<file path="config.mk">
export PLATFORM = sky130hd
export DESIGN_NAME = mosaic_tile_rect_calc
export DESIGN_NICKNAME = d
export VERILOG_FILES = /design/src/sv/mtr_pkg.sv /design/src/sv/mtr_layout.sv /design/src/sv/mtr_front.sv /design/src/sv/mtr_queue.sv /design/src/sv/mtr_back.sv /design/src/sv/mosaic_tile_rect_calc.sv
export SDC_FILE = /design/constraint.sdc
export NUM_CORES = 2
export LEC_CHECK = 0
export BUFFER_PORTS_ARGS = -buffer_cell sky130_fd_sc_hd__buf_2
export CELL_PAD_IN_SITES_DETAIL_PLACEMENT = 0
export CELL_PAD_IN_SITES_GLOBAL_PLACEMENT = 1
export CORE_ASPECT_RATIO = 1.1
export CORE_MARGIN = 2
export CORE_UTILIZATION = 46
export DETAILED_ROUTE_END_ITERATION = 16
export PLACE_DENSITY = 0.77
export SETUP_SLACK_MARGIN = 0.15
export SYNTH_ARGS = -nofsm -noshare
export SYNTH_HDL_FRONTEND = slang
export SYNTH_HIERARCHICAL = 1
export SYNTH_SLANG_ARGS = --single-unit
</file>
<file path="constraint.sdc">
create_clock -name clock -period 7.6 [get_ports clock]
set_input_delay 1.52 -clock clock [delete_from_list [all_inputs] [get_ports clock]]
set_output_delay 1.52 -clock clock [all_outputs]
set_load 0.02 [all_outputs]
</file>
<file path="src/sv/mtr_pkg.sv">
// shared types and constants for the mosaic tile rectangle calculator
`timescale 1ns / 1ps

package mtr_pkg;

   localparam int CNT_W           = 12;
   localparam int FX_W            = 17;
   // columns and rows reach ceil(sqrt(4095)) = 64
   localparam int COL_W           = 7;
   // grid numerators and twice the column count
   localparam int NUM_W           = COL_W + 1;
   localparam int MAX_STREAMS_DEF = 1024;
   localparam int FRAC_BITS_DEF   = 16;
   localparam int QUEUE_DEPTH     = 2;

   typedef struct packed {
      logic             layout_ok;
      logic             single;
      logic             pair;
      logic [CNT_W-1:0] tile_count;
      logic [COL_W-1:0] cols;
      logic [COL_W-1:0] rows;
      logic [COL_W-1:0] last;
   } layout_type;

   typedef struct packed {
      logic             layout_ok;
      logic             index_ok;
      logic             single;
      logic             pair;
      logic             odd;
      logic [CNT_W-1:0] tile_count;
      logic [COL_W-1:0] row;
      logic [COL_W-1:0] col;
   } item_type;

endpackage

</file>
<file path="src/sv/mtr_layout.sv">
// stream count register and per-count grid geometry sequencer
`timescale 1ns / 1ps

module mtr_layout #(
   parameter int MAX_STREAMS = mtr_pkg::MAX_STREAMS_DEF,
   parameter int FRAC_BITS   = mtr_pkg::FRAC_BITS_DEF
) (
   input  logic                                   clock,
   input  logic                                   reset,
   input  logic                                   csr_wr_en,
   input  logic [mtr_pkg::CNT_W-1:0]              csr_wr_data,
   output mtr_pkg::layout_type                    layout,
   output logic [FRAC_BITS+mtr_pkg::NUM_W-1:0]    m_col,
   output logic [FRAC_BITS+mtr_pkg::NUM_W-1:0]    m_row,
   output logic                                   busy
);
   import mtr_pkg::*;

   localparam int RCP_W     = FRAC_BITS + NUM_W;
   localparam int DIV_STEPS = RCP_W + 1;
   localparam int STEP_W    = $clog2(DIV_STEPS);
   localparam logic [CNT_W-1:0] MAX_N = CNT_W'(MAX_STREAMS);

   typedef enum logic [4:0] {
      ST_IDLE    = 5'b00001,
      ST_ROOT    = 5'b00010,
      ST_ROWS    = 5'b00100,
      ST_RCP_COL = 5'b01000,
      ST_RCP_ROW = 5'b10000
   } state_type;

   state_type          state_ff, state_in;
   logic [CNT_W-1:0]   n_ff, n_in;
   logic [COL_W-1:0]   cols_ff, cols_in;
   logic [COL_W-1:0]   rows_ff, rows_in;
   logic [COL_W-1:0]   last_ff, last_in;
   logic [CNT_W-1:0]   rem_ff, rem_in;
   logic [STEP_W-1:0]  step_ff, step_in;
   logic [NUM_W-1:0]   div_rem_ff, div_rem_in;
   logic [RCP_W-1:0]   div_quo_ff, div_quo_in;
   logic [RCP_W-1:0]   m_col_ff, m_col_in;
   logic [RCP_W-1:0]   m_row_ff, m_row_in;

   logic               grid;
   logic [2*COL_W-1:0] sq;
   logic [NUM_W-1:0]   div_d;
   logic [NUM_W-1:0]   div_shift;
   logic               div_ge;
   logic [RCP_W-1:0]   div_quo_next;

   assign grid = (n_ff >= CNT_W'(3)) && (n_ff <= MAX_N);
   assign sq   = (2*COL_W)'(cols_ff) * (2*COL_W)'(cols_ff);

   // shared restoring divider computes floor(2^RCP_W / d), one bit a cycle
   assign div_d        = (state_ff == ST_RCP_COL) ? NUM_W'(cols_ff) : NUM_W'(rows_ff);
   assign div_shift    = {div_rem_ff[NUM_W-2:0], (step_ff == '0)};
   assign div_ge       = div_shift >= div_d;
   assign div_quo_next = {div_quo_ff[RCP_W-2:0], div_ge};

   always_comb begin
      state_in   = state_ff;
      n_in       = n_ff;
      cols_in    = cols_ff;
      rows_in    = rows_ff;
      last_in    = last_ff;
      rem_in     = rem_ff;
      step_in    = step_ff;
      div_rem_in = div_rem_ff;
      div_quo_in = div_quo_ff;
      m_col_in   = m_col_ff;
      m_row_in   = m_row_ff;
      case (state_ff)
         ST_IDLE: begin
         end
         ST_ROOT: begin
            if (!grid) begin
               state_in = ST_IDLE;
            end else if (sq < (2*COL_W)'(n_ff)) begin
               cols_in = COL_W'(cols_ff + COL_W'(1));
            end else begin
               state_in = ST_ROWS;
               rem_in   = n_ff;
               rows_in  = '0;
            end
         end
         ST_ROWS: begin
            if (rem_ff >= CNT_W'(cols_ff)) begin
               rem_in  = rem_ff - CNT_W'(cols_ff);
               rows_in = COL_W'(rows_ff + COL_W'(1));
            end else begin
               last_in = COL_W'(rem_ff);
               if (rem_ff != '0) begin
                  rows_in = COL_W'(rows_ff + COL_W'(1));
               end
               state_in   = ST_RCP_COL;
               step_in    = '0;
               div_rem_in = '0;
            end
         end
         ST_RCP_COL, ST_RCP_ROW: begin
            div_rem_in = div_ge ? div_shift - div_d : div_shift;
            div_quo_in = div_quo_next;
            step_in    = STEP_W'(step_ff + STEP_W'(1));
            if (step_ff == STEP_W'(DIV_STEPS - 1)) begin
               step_in    = '0;
               div_rem_in = '0;
               if (state_ff == ST_RCP_COL) begin
                  m_col_in = div_quo_next;
                  state_in = ST_RCP_ROW;
               end else begin
                  m_row_in = div_quo_next;
                  state_in = ST_IDLE;
               end
            end
         end
         default: begin
            state_in = ST_IDLE;
         end
      endcase
      // a register write always restarts the geometry pass
      if (csr_wr_en) begin
         n_in     = csr_wr_data;
         cols_in  = COL_W'(1);
         state_in = ST_ROOT;
      end
   end

   always_ff @(posedge clock) begin
      if (reset) begin
         state_ff <= ST_IDLE;
         n_ff     <= CNT_W'(1);
      end else begin
         state_ff <= state_in;
         n_ff     <= n_in;
      end
   end

   always_ff @(posedge clock) begin
      cols_ff    <= cols_in;
      rows_ff    <= rows_in;
      last_ff    <= last_in;
      rem_ff     <= rem_in;
      step_ff    <= step_in;
      div_rem_ff <= div_rem_in;
      div_quo_ff <= div_quo_in;
      m_col_ff   <= m_col_in;
      m_row_ff   <= m_row_in;
   end

   always_comb begin
      layout.layout_ok  = n_ff <= MAX_N;
      layout.single     = n_ff < CNT_W'(2);
      layout.pair       = n_ff == CNT_W'(2);
      layout.tile_count = (n_ff > MAX_N) ? '0 : ((n_ff < CNT_W'(2)) ? CNT_W'(1) : n_ff);
      layout.cols       = cols_ff;
      layout.rows       = rows_ff;
      layout.last       = last_ff;
   end

   assign m_col = m_col_ff;
   assign m_row = m_row_ff;
   assign busy  = state_ff != ST_IDLE;

`ifndef SYNTHESIS
   a_write_busy: assert property (@(posedge clock) disable iff (reset)
      csr_wr_en |=> busy)
      else $error("geometry pass not started after register write");

   a_root_exact: assert property (@(posedge clock) disable iff (reset)
      (state_ff == ST_IDLE) && grid |->
         (sq >= (2*COL_W)'(n_ff)) &&
         (((2*COL_W)'(cols_ff - COL_W'(1)) * (2*COL_W)'(cols_ff - COL_W'(1)))
            < (2*COL_W)'(n_ff)))
      else $error("column count is not the ceiling square root");
`endif

endmodule

</file>
<file path="src/sv/mtr_front.sv">
// front end: takes requests, checks the index and splits it into row and column
`timescale 1ns / 1ps

module mtr_front #(
   parameter int FRAC_BITS = mtr_pkg::FRAC_BITS_DEF
) (
   input  logic                                clock,
   input  logic                                reset,
   input  logic                                accept,
   input  logic [mtr_pkg::CNT_W-1:0]           tile_index,
   input  mtr_pkg::layout_type                 layout,
   input  logic [FRAC_BITS+mtr_pkg::NUM_W-1:0] m_col,
   output logic                                push,
   output mtr_pkg::item_type                   item
);
   import mtr_pkg::*;

   localparam int RCP_W  = FRAC_BITS + NUM_W;
   localparam int PROD_W = CNT_W + RCP_W;

   logic              v1_ff, v1_in;
   logic [CNT_W-1:0]  idx1_ff, idx1_in;
   logic [CNT_W-1:0]  q1_ff, q1_in;
   logic              iv1_ff, iv1_in;

   logic [PROD_W-1:0] idx_prod;
   logic [CNT_W-1:0]  qc;
   logic [CNT_W-1:0]  rem;
   logic              fix;

   // quotient estimate by reciprocal, low by at most one
   assign idx_prod = PROD_W'(tile_index) * PROD_W'(m_col);
   assign v1_in    = accept;
   assign idx1_in  = tile_index;
   assign q1_in    = idx_prod[PROD_W-1:RCP_W];
   assign iv1_in   = layout.layout_ok && (tile_index < layout.tile_count);

   always_ff @(posedge clock) begin
      if (reset) begin
         v1_ff <= 1'b0;
      end else begin
         v1_ff <= v1_in;
      end
   end

   always_ff @(posedge clock) begin
      idx1_ff <= idx1_in;
      q1_ff   <= q1_in;
      iv1_ff  <= iv1_in;
   end

   assign qc  = CNT_W'(q1_ff * CNT_W'(layout.cols));
   assign rem = idx1_ff - qc;
   assign fix = rem >= CNT_W'(layout.cols);

   always_comb begin
      item.layout_ok  = layout.layout_ok;
      item.index_ok   = iv1_ff;
      item.single     = layout.single;
      item.pair       = layout.pair;
      item.odd        = idx1_ff[0];
      item.tile_count = layout.tile_count;
      item.row        = fix ? COL_W'(q1_ff + CNT_W'(1)) : COL_W'(q1_ff);
      item.col        = fix ? COL_W'(rem - CNT_W'(layout.cols)) : COL_W'(rem);
   end

   assign push = v1_ff;

`ifndef SYNTHESIS
   a_split_exact: assert property (@(posedge clock) disable iff (reset)
      push && item.index_ok && !item.single && !item.pair |->
         (item.col < layout.cols) &&
         (CNT_W'(CNT_W'(item.row) * CNT_W'(layout.cols)) + CNT_W'(item.col) == idx1_ff))
      else $error("row and column do not recombine to the tile index");
`endif

endmodule

</file>
<file path="src/sv/mtr_queue.sv">
// short word queue between front end and back end
`timescale 1ns / 1ps

module mtr_queue (
   input  logic              clock,
   input  logic              reset,
   input  logic              push,
   input  mtr_pkg::item_type push_item,
   input  logic              pop,
   output logic              valid,
   output mtr_pkg::item_type head
);
   import mtr_pkg::*;

   localparam int PTR_W = $clog2(QUEUE_DEPTH);
   localparam int CNT_Q = $clog2(QUEUE_DEPTH + 1);

   item_type          slot_ff [QUEUE_DEPTH];
   logic [PTR_W-1:0]  wr_ptr_ff, wr_ptr_in;
   logic [PTR_W-1:0]  rd_ptr_ff, rd_ptr_in;
   logic [CNT_Q-1:0]  count_ff, count_in;
   logic              full;
   logic              do_pop;

   assign full   = count_ff == CNT_Q'(QUEUE_DEPTH);
   assign valid  = count_ff != '0;
   assign do_pop = pop && valid;
   assign head   = slot_ff[rd_ptr_ff];

   always_comb begin
      wr_ptr_in = wr_ptr_ff;
      rd_ptr_in = rd_ptr_ff;
      count_in  = count_ff;
      if (push) begin
         wr_ptr_in = (wr_ptr_ff == PTR_W'(QUEUE_DEPTH - 1)) ? '0
                                                             : PTR_W'(wr_ptr_ff + PTR_W'(1));
      end
      if (do_pop) begin
         rd_ptr_in = (rd_ptr_ff == PTR_W'(QUEUE_DEPTH - 1)) ? '0
                                                             : PTR_W'(rd_ptr_ff + PTR_W'(1));
      end
      if (push && !do_pop) begin
         count_in = CNT_Q'(count_ff + CNT_Q'(1));
      end else if (!push && do_pop) begin
         count_in = CNT_Q'(count_ff - CNT_Q'(1));
      end
   end

   always_ff @(posedge clock) begin
      if (reset) begin
         wr_ptr_ff <= '0;
         rd_ptr_ff <= '0;
         count_ff  <= '0;
      end else begin
         wr_ptr_ff <= wr_ptr_in;
         rd_ptr_ff <= rd_ptr_in;
         count_ff  <= count_in;
      end
   end

   always_ff @(posedge clock) begin
      if (push) begin
         slot_ff[wr_ptr_ff] <= push_item;
      end
   end

`ifndef SYNTHESIS
   a_no_overflow: assert property (@(posedge clock) disable iff (reset)
      push |-> (!full || do_pop))
      else $error("word pushed into a full queue");
`endif

endmodule

</file>
<file path="src/sv/mtr_back.sv">
// back end: turns row and column into fixed point tile edges and sizes
`timescale 1ns / 1ps

module mtr_back #(
   parameter int FRAC_BITS = mtr_pkg::FRAC_BITS_DEF
) (
   input  logic                                clock,
   input  logic                                reset,
   input  logic                                valid,
   input  mtr_pkg::item_type                   item,
   input  mtr_pkg::layout_type                 layout,
   input  logic [FRAC_BITS+mtr_pkg::NUM_W-1:0] m_col,
   input  logic [FRAC_BITS+mtr_pkg::NUM_W-1:0] m_row,
   output logic                                strobe,
   output logic                                layout_valid,
   output logic [mtr_pkg::CNT_W-1:0]           tile_count,
   output logic                                index_valid,
   output logic [mtr_pkg::FX_W-1:0]            left_x,
   output logic [mtr_pkg::FX_W-1:0]            top_y,
   output logic [mtr_pkg::FX_W-1:0]            tile_width,
   output logic [mtr_pkg::FX_W-1:0]            tile_height
);
   import mtr_pkg::*;

   localparam int RCP_W  = FRAC_BITS + NUM_W;
   localparam int FR_W   = FRAC_BITS + 1;
   localparam int PROD_W = NUM_W + RCP_W;
   localparam int CHK_W  = FR_W + 1 + NUM_W;
   localparam logic [FR_W-1:0] ONE_FX     = FR_W'(1) << FRAC_BITS;
   localparam logic [FR_W-1:0] HALF_FX    = ONE_FX >> 1;
   localparam logic [FR_W-1:0] QUARTER_FX = ONE_FX >> 2;

   // first stage: numerator, divisor and reciprocal product
   logic              short_row;
   logic [NUM_W-1:0]  ax, dx, ay, dy;
   logic [RCP_W-1:0]  mx;
   logic [PROD_W-1:0] prod_x, prod_y;

   logic              vb_ff;
   item_type          itb_ff;
   logic [FR_W-1:0]   qx_ff, qy_ff;
   logic [NUM_W-1:0]  ax_ff, dx_ff, ay_ff, dy_ff;

   logic [CHK_W-1:0]  x_chk, x_lim, y_chk, y_lim;
   logic [FR_W-1:0]   x_grid, y_grid;
   logic [FR_W-1:0]   x_sel, y_sel, w_sel, h_sel;

   logic              strobe_ff;
   logic              lv_ff;
   logic [CNT_W-1:0]  cnt_ff;
   logic              iv_ff;
   logic [FX_W-1:0]   x_ff, y_ff, w_ff, h_ff;

   // a short last row is centered: left = (cols - last + 2c) / (2 cols)
   assign short_row = (NUM_W'(item.row) + NUM_W'(1) == NUM_W'(layout.rows)) &&
                      (layout.last != '0);

   always_comb begin
      if (short_row) begin
         ax = NUM_W'(layout.cols) - NUM_W'(layout.last) + (NUM_W'(item.col) << 1);
         dx = NUM_W'(layout.cols) << 1;
         mx = m_col >> 1;
      end else begin
         ax = NUM_W'(item.col);
         dx = NUM_W'(layout.cols);
         mx = m_col;
      end
      ay = NUM_W'(item.row);
      dy = NUM_W'(layout.rows);
   end

   assign prod_x = PROD_W'(ax) * PROD_W'(mx);
   assign prod_y = PROD_W'(ay) * PROD_W'(m_row);

   always_ff @(posedge clock) begin
      if (reset) begin
         vb_ff <= 1'b0;
      end else begin
         vb_ff <= valid;
      end
   end

   always_ff @(posedge clock) begin
      itb_ff <= item;
      qx_ff  <= prod_x[NUM_W+FR_W-1:NUM_W];
      qy_ff  <= prod_y[NUM_W+FR_W-1:NUM_W];
      ax_ff  <= ax;
      dx_ff  <= dx;
      ay_ff  <= ay;
      dy_ff  <= dy;
   end

   // second stage: bump the estimate when one more divisor still fits
   assign x_chk  = (CHK_W'(qx_ff) + CHK_W'(1)) * CHK_W'(dx_ff);
   assign x_lim  = CHK_W'(ax_ff) << FRAC_BITS;
   assign y_chk  = (CHK_W'(qy_ff) + CHK_W'(1)) * CHK_W'(dy_ff);
   assign y_lim  = CHK_W'(ay_ff) << FRAC_BITS;
   assign x_grid = (x_chk <= x_lim) ? FR_W'(qx_ff + FR_W'(1)) : qx_ff;
   assign y_grid = (y_chk <= y_lim) ? FR_W'(qy_ff + FR_W'(1)) : qy_ff;

   always_comb begin
      x_sel = '0;
      y_sel = '0;
      w_sel = '0;
      h_sel = '0;
      if (itb_ff.index_ok) begin
         if (itb_ff.single) begin
            w_sel = ONE_FX;
            h_sel = ONE_FX;
         end else if (itb_ff.pair) begin
            x_sel = itb_ff.odd ? HALF_FX : '0;
            y_sel = QUARTER_FX;
            w_sel = HALF_FX;
            h_sel = HALF_FX;
         end else begin
            x_sel = x_grid;
            y_sel = y_grid;
            w_sel = FR_W'(m_col >> NUM_W);
            h_sel = FR_W'(m_row >> NUM_W);
         end
      end
   end

   always_ff @(posedge clock) begin
      if (reset) begin
         strobe_ff <= 1'b0;
      end else begin
         strobe_ff <= vb_ff;
      end
   end

   always_ff @(posedge clock) begin
      lv_ff  <= itb_ff.layout_ok;
      cnt_ff <= itb_ff.tile_count;
      iv_ff  <= itb_ff.index_ok;
      x_ff   <= FX_W'(x_sel);
      y_ff   <= FX_W'(y_sel);
      w_ff   <= FX_W'(w_sel);
      h_ff   <= FX_W'(h_sel);
   end

   assign strobe       = strobe_ff;
   assign layout_valid = lv_ff;
   assign tile_count   = cnt_ff;
   assign index_valid  = iv_ff;
   assign left_x       = x_ff;
   assign top_y        = y_ff;
   assign tile_width   = w_ff;
   assign tile_height  = h_ff;

endmodule

</file>
<file path="src/sv/mosaic_tile_rect_calc.sv">
// top level of the mosaic tile rectangle calculator
// Usage:
//  - csr_wr_en / csr_wr_data write the stream count (reset value 1). After a
//    write, busy stays high while the grid geometry is derived: column count
//    by a ceiling square root search, row count by repeated subtraction and
//    two reciprocals by a shared bit-serial divider. Counts below 3 or above
//    MAX_STREAMS skip it.
//  - a request word (req_tile_index) is taken at a clock edge with start high
//    and busy low; a new word can follow every cycle while busy stays low.
//  - each word gives one result word, shown for one cycle with rsp_strobe,
//    in request order, after the front end register, the queue and the back end stages.
//  - the receiver cannot stall; a short queue sits between the index
//    splitting front end and the fixed point back end.
//  - synchronous reset drops all words in flight and returns the stream
//    count to 1 with busy low.
`timescale 1ns / 1ps

module mosaic_tile_rect_calc #(
   parameter int MAX_STREAMS = mtr_pkg::MAX_STREAMS_DEF,
   parameter int FRAC_BITS   = mtr_pkg::FRAC_BITS_DEF
) (
   input  logic                       clock,
   input  logic                       reset,
   input  logic                       start,
   output logic                       busy,
   input  logic [mtr_pkg::CNT_W-1:0]  req_tile_index,
   input  logic                       csr_wr_en,
   input  logic [mtr_pkg::CNT_W-1:0]  csr_wr_data,
   output logic                       rsp_strobe,
   output logic                       rsp_layout_valid,
   output logic [mtr_pkg::CNT_W-1:0]  rsp_tile_count,
   output logic                       rsp_index_valid,
   output logic [mtr_pkg::FX_W-1:0]   rsp_left_x,
   output logic [mtr_pkg::FX_W-1:0]   rsp_top_y,
   output logic [mtr_pkg::FX_W-1:0]   rsp_tile_width,
   output logic [mtr_pkg::FX_W-1:0]   rsp_tile_height
);
   import mtr_pkg::*;

   localparam int RCP_W = FRAC_BITS + NUM_W;

   layout_type       layout;
   logic [RCP_W-1:0] m_col;
   logic [RCP_W-1:0] m_row;
   logic             layout_busy;
   logic             accept;
   logic             push;
   item_type         push_item;
   logic             q_valid;
   item_type         q_head;

   assign busy   = layout_busy;
   assign accept = start && !layout_busy;

   mtr_layout #(
      .MAX_STREAMS (MAX_STREAMS),
      .FRAC_BITS   (FRAC_BITS)
   ) u_layout (
      .clock       (clock),
      .reset       (reset),
      .csr_wr_en   (csr_wr_en),
      .csr_wr_data (csr_wr_data),
      .layout      (layout),
      .m_col       (m_col),
      .m_row       (m_row),
      .busy        (layout_busy)
   );

   mtr_front #(
      .FRAC_BITS (FRAC_BITS)
   ) u_front (
      .clock      (clock),
      .reset      (reset),
      .accept     (accept),
      .tile_index (req_tile_index),
      .layout     (layout),
      .m_col      (m_col),
      .push       (push),
      .item       (push_item)
   );

   mtr_queue u_queue (
      .clock     (clock),
      .reset     (reset),
      .push      (push),
      .push_item (push_item),
      .pop       (q_valid),
      .valid     (q_valid),
      .head      (q_head)
   );

   mtr_back #(
      .FRAC_BITS (FRAC_BITS)
   ) u_back (
      .clock        (clock),
      .reset        (reset),
      .valid        (q_valid),
      .item         (q_head),
      .layout       (layout),
      .m_col        (m_col),
      .m_row        (m_row),
      .strobe       (rsp_strobe),
      .layout_valid (rsp_layout_valid),
      .tile_count   (rsp_tile_count),
      .index_valid  (rsp_index_valid),
      .left_x       (rsp_left_x),
      .top_y        (rsp_top_y),
      .tile_width   (rsp_tile_width),
      .tile_height  (rsp_tile_height)
   );

`ifndef SYNTHESIS
   a_latency: assert property (@(posedge clock) disable iff (reset)
      accept |-> ##4 rsp_strobe)
      else $error("result word missing four cycles after request");

   a_zero_rect: assert property (@(posedge clock) disable iff (reset)
      rsp_strobe && !rsp_index_valid |->
         (rsp_left_x == '0) && (rsp_top_y == '0) &&
         (rsp_tile_width == '0) && (rsp_tile_height == '0))
      else $error("rectangle not cleared for an invalid index");
`endif

endmodule

</file>
# After elaboration in Yosys (flattened, before gate mapping)
# Memories as Yosys holds them, arrays and structs flattened. A register that Yosys moved wholly into a read port is not among the register bits.
# Cells that the tools add are included.
[word_totals] reg_bits=328 latchBits=0 ramBits=62 mem_bits_ro=0 output_inout_bits=84 wordCells=186 mem_count=1
[classes] addsub=19 multipliers=7 div=0 order_cmp=11 eq_ne=20 shift=0 mux=48 n_bitwise=4 reduce_logical=29
[memory_table] memory="u_queue.slot_ff" depth=2 word_bits=31 rd=1 rd_ports_with_merged_regs=1 wr=1 line="mtr_queue.sv:18" source="item_type slot_ff [QUEUE_DEPTH];"
[op_table] op="$mux 17" count=5
[op_table] op="$mux 7" count=11
[op_table] op="$mux 12" count=5
[op_table] op="$mux 16" count=3
[op_table] op="$add 17x1->18 const B" count=2
[op_table] op="$mul 12x24->36" count=1
[op_table] op="$mux 5" count=7
[op_table] op="$add 17x1->17 const B" count=2
[op_table] op="$pmux 7 s2" count=2
[op_table] op="$le 26x23->1" count=1
[op_table] op="$le 26x24->1" count=1
[op_table] op="$mul 26x7->26" count=1
[op_table] op="$mul 26x8->26" count=1
[op_table] op="$mul 7x24->25" count=1
[op_table] op="$mul 8x24->25" count=1
[op_table] op="$ge 12x7->1" count=2
[op_table] op="$mux 24" count=1
[op_table] op="$pmux 12 s2" count=1
[op_table] op="$add 7x1->7 const B" count=3
[op_table] op="$pmux 5 s4" count=1
[op_table] op="$reduce_and 4->1" count=4
[op_table] op="$mux 15" count=1
[op_table] op="$lt 14x12->1" count=1
[op_table] op="$mul 7x7->14" count=1
[op_table] op="other kinds (46)" count=79

# Logic depth before layout (Yosys ltp)
[depth] ltp_word=6 mapped_depth=37 mapped_depth_nobuf=35

# By module
# The synthesis kept the hierarchy.
[modules_own_cells] module="mtr_back" n_inst=1 cells_each=2624 area_per_inst_um2=23115.9 seq_area_each_um2=3283.1
[modules_own_cells] module="mtr_front" n_inst=1 cells_each=1363 area_per_inst_um2=11820.1 seq_area_each_um2=520.5
[modules_own_cells] module="mtr_layout" n_inst=1 cells_each=626 area_per_inst_um2=7160.6 seq_area_each_um2=3753.6
[modules_own_cells] module="mtr_queue" n_inst=1 cells_each=117 area_per_inst_um2=2428.6 seq_area_each_um2=1961.9
[modules_own_cells] module="mosaic_tile_rect_calc" n_inst=1 cells_each=1 area_per_inst_um2=13.8 seq_area_each_um2=0.0

# Worst setup path before layout
# Ideal clock, no wire load.
[synth_timing] kind="flip-flop to flip-flop" start="register u_back.qx_ff[0]" end="register u_back.x_ff[13] (netlist: u_back/left_x[13])" setup_ns=0.070 t_arrival_ns=8.032 setup_slack_ns=-0.502 stages_incl_launch_ff=36 synth_period_minus_slack_ns=8.102 path_cell_list="dfxtp_1 > ha_1 > nand3_1 > nor2_1 > and3_1 > and3_1 > nand3_1 > nor2_1 > nand3_1 > xnor2_1 > and2_1 > fa_1 > fa_1 > fa_1 > inv_1 > fa_1 > inv_1 > ha_1 > and3_1 > nand2_1 > inv_1 > a221oi_1 > nand2_1 > a21o_1 > a21oi_1 > xnor2_1 > ha_1 > nor4b_1 > o21ai_0 > nand4b_1 > or4_1 > nor4_2 > a31oi_1 > buf_2 > or4_1 > a21oi_1"
[synth_between] elab_chain_cells=5 word_cells_on_any_way=6
[synth_rtl] item="from (decl)" line="mtr_back.sv:41" source="logic [FR_W-1:0] qx_ff, qy_ff;"
[synth_rtl] item="from (signal assigned)" line="mtr_back.sv:85" source="qx_ff <= prod_x[NUM_W+FR_W-1:NUM_W];"
[synth_rtl] item="$add 17x1->18" line="mtr_back.sv:94" source="assign x_chk = (CHK_W'(qx_ff) + CHK_W'(1)) * CHK_W'(dx_ff);"
[synth_rtl] item="$mul 26x8->26" line="mtr_back.sv:94"
[synth_rtl] item="$le 26x24->1" line="mtr_back.sv:98" source="assign x_grid = (x_chk <= x_lim) ? FR_W'(qx_ff + FR_W'(1)) : qx_ff;"
[synth_rtl] item="$mux 17 *" line="mtr_back.sv:98"
[synth_rtl] item="$mux 17 *" line="mtr_back.sv:110" source="end else if (itb_ff.pair) begin"
[synth_rtl] item="to (signal assigned)" line="mtr_back.sv:136" source="x_ff <= FX_W'(x_sel);"
[synth_rtl] item="to (decl)" line="mtr_back.sv:52" source="logic [FX_W-1:0] x_ff, y_ff, w_ff, h_ff;"
# Every way passes the cells marked *; elsewhere a longest branch is shown, timed or not.
# A chain may end at the register's enable or synchronous reset.

# Worst setup path after layout
[layout_timing] start="register u_back.qx_ff[1]" end="register u_back.x_ff[2] (netlist: u_back/left_x[2])"
# The elaborated chain is that of the path after synthesis.

==> impl_results.md <==
* Status: complete, but fails checks
* Failing checks: setup timing
* GR Layer Usage met3 at 2.85%
* Area Overhead vs Synth at 15.1%
* Max clock buf depth at 3
* Met1 usage at 32.9%
* Clock Latency Late Sink at 0.62 ns
* Standard-cell rows at 119
* FFs w/ async S/R, synth at 0%
* Drt via density at 5.22
* Clk_skew at 0.0528 ns
* Largest area contributor in the netlist: fa_1
* Peak fanout along the critical path at 7
* Post-route ant nets at 0
* Reg2Reg Depth at 38
* Mapped Cells at 4731
* Design Area, Final at 0.0513 mm²
* Minimum hold slack at 0.323 ns
* Routability Congestion at 0.880
* Area of the multi-input gates at 0.0321 mm²
* Detailed-placement wirelength estimate at 90.4 mm
* Global routing's busiest layer: met2
* Tcrit/Tclk final at 103%
* Io pins at 112
* GRT Util Overall at 23.9%
* Total die area at 0.0993 mm²
* Total CTS buffers at 46
* Initial antenna violation count at 9
* Max Clk Rate at 127 MHz
* Hold Path Class: reg -> reg
* CP Capture Type: register
* Area of all sequential standard cells at 0.00953 mm²
* FF+latch count, synth at 390
* Avg WL per Cell at 18.2 µm
* First-pass GRT wire length at 188 mm
* Top FF cell, synth: dfxtp_1
* Mean post-synth cell area at 9.41 µm²
* Crit-path most repeated cell: fa_1
* Final setup fails at 32
* Vias in the first global route at 34731
* Nets@finish at 6074
* CP delay by family, top: adder cells
* Die height at 330 µm
* Number of synthesized flops with an enable pin at 171
* # DRC at 0
* Share of cells above drive strength 1 at 15.1%
* Post-place setup slack at -0.722 ns
* Req. time, crit path at 8.05 ns
* Iter 0 DRT Violations at 1836
* Routed via count at 33141
* Die X at 301 µm
* Placed instance area at 0.0486 mm²
* H-tree levels at 2
* CTS root buf: clkbuf_16
* Slew Viols, Final at 0
* Core Area at 0.0959 mm²
* Final Hold Viols at 0
* GR Util met2 at 40.2%
* Max cap viols at 0
* CTS tree: done
* Kind of critical path: reg -> reg
* Stages on the worst setup path at 38
* Warnings from Yosys at 6
* Overall routed net length at 116 mm
* Largest net degree at the start of global routing at 33
* Delay of the slowest critical-path stage at 0.52 ns
* CTS sink cnt at 390
* Drt first pass iters at 5
* CTS Hold Bufs at 0
* Worst setup margin at -0.251 ns
* Slew HR at 16.7%
* Share of the synthesized area in the top cell type at 30.0%
* Top area cells in the synthesized netlist: fa_1, edfxtp_1, dfxtp_1, ha_1, inv_1
* Register area share after synthesis at 21.4%
* CP Data Arrival Time at 8.30 ns
* Critical Path Start Type: register
* # port buffers at 111
* Worst Path Buf+Inv at 7
* Min-Delay Path Depth at 0
* Initial Utilization at 46.4%
* Slowest CP cell: fa_1
* Clock transition at path regs at 0.07 ns
* Net Count, Synth at 5766
* Minimum clock period at 7.85 ns
* Fillers at 8892
* RSZ-0062 raised after global routing: true
* Synth Cell Area at 0.0445 mm²
* Actual transition at the worst max-transition pin at 1.24 ns
* Gr ovfl total at 0
* Cell variety after synth at 97
[sequential cells by signal, indices dropped and copies added (netlist names), 8 cells and up, named ones only]
name                 cells
u_layout/rem_ff         12
u_layout/m_row          24
u_queue/slot_ff         62
u_back/qx_ff            17
u_layout/div_quo_ff     23
u_back/left_x           17
u_back/dx_ff             8
u_front/q1_ff           12
u_back/qy_ff            17
u_back/tile_count       12
u_back/itb_ff           17
u_back/top_y            17
u_layout/m_col          24
u_back/ax_ff             8
u_back/tile_height      16
u_back/tile_width       17
u_layout/n_ff           12
u_front/idx1_ff         12
[worst paths after layout]
kind	slack, ns	endpoint	start
max reg2reg	-0.25	u_back/left_x[2]	u_back/qx_ff[1]
min reg2reg	0.32	u_back/tile_count[10]	u_back/itb_ff[24]
min	0.32	u_back/tile_count[10]	u_back/itb_ff[24]
max	-0.25	u_back/left_x[2]	u_back/qx_ff[1]
[synth_stat cells, drive strengths merged (34+ instances only)]
master / n
nand3: 45
o21a: 34
a21oi: 136
mux2i: 47
nor3: 37
and3: 34
xnor2: 123
mux2: 55
a21o: 54
nor2: 244
clkbuf: 128
o31ai: 34
dfxtp: 219
and2: 242
ha: 339
buf: 46
edfxtp: 171
nor2b: 62
o21ai: 88
fa: 668
inv: 835
xor2: 72
nand2: 700
[cell type report]
| cell class | count | area share (%) |
|---|---|---|
| clock inverter | 35 | 0.898 |
| clock buffer | 51 | 2.38 |
| sequential | 390 | 18.6 |
| timing repair buffer | 434 | 6.17 |
| inverter | 841 | 6.16 |
| multi-input combinational | 3326 | 62.7 |
| tap | 1270 | 3.10 |
| antenna | 2 | 0.00976 |
[cells in the final DEF, fill, tap and decap left out, drive strengths merged, types with 7 or more instances in the layout]
cell type,instances
or3,16
nor2,244
nand3,45
edfxtp,171
a31oi,22
nand2b,33
inv,845
buf,434
clkinv,20
a211oi,22
nand4b,8
and3,34
dfxtp,219
ha,339
a31o,12
nor4,17
nor3,37
a21boi,14
or2,12
a21o,54
a2111oi,8
nor2b,62
or4,28
mux2,55
and2,242
nand4,21
clkbuf,51
o211ai,7
xnor2,123
o31ai,34
o21ai,88
a211o,10
nand2,700
o21a,34
o21bai,13
fa,668
nand3b,7
xor2,72
a21oi,136
mux2i,47
[metrics by stage]
| stage | instances | utilization [%] | TNS (ns) |
|---|---|---|---|
| after detailed placement | 6234 | 50.7 | -15.05 |
| final | 6349 | 53.5 | -4.94 |
| after CTS | 6341 | 53.0 | -7.25 |
| after global placement | 6234 | 50.7 | -11.76 |
| after floorplan | 4731 | - | 0 |
| after global routing | 6347 | 53.4 | -16.23 |
[cell families after synthesis]
logic type      count (synthesis)  synth area share [%]
buf+inv                      1015                  8.85
compound gates                488                  7.28
fa+ha+maj                    1007                  39.5
simple gates                 1529                  16.4
other cells                     1               0.00842
mux                           102                  2.51
xor+xnor                      199                  4.08
flops                         390                  21.4
[metal layers]
metal,vias to the layer above,share of wire (%),wire (µm)
li1,15532,-,-
met1,16656,45,51700
met2,790,48,55700
met3,161,4.8,5570
met4,2,2.4,2760
met5,-,0.010,12
[repair_timing]
item | in CTS | in global routing
gates cloned | 3 | 0
pin swaps | 49 | 25
endpoints found under the setup margin | 34 | 44
gates resized for setup | 71 | 74
buffers inserted | 18 | 7
Power is left out: the tool's default activity adds up to more than one toggle a clock period on the data nets, which glitch-free logic cannot reach.
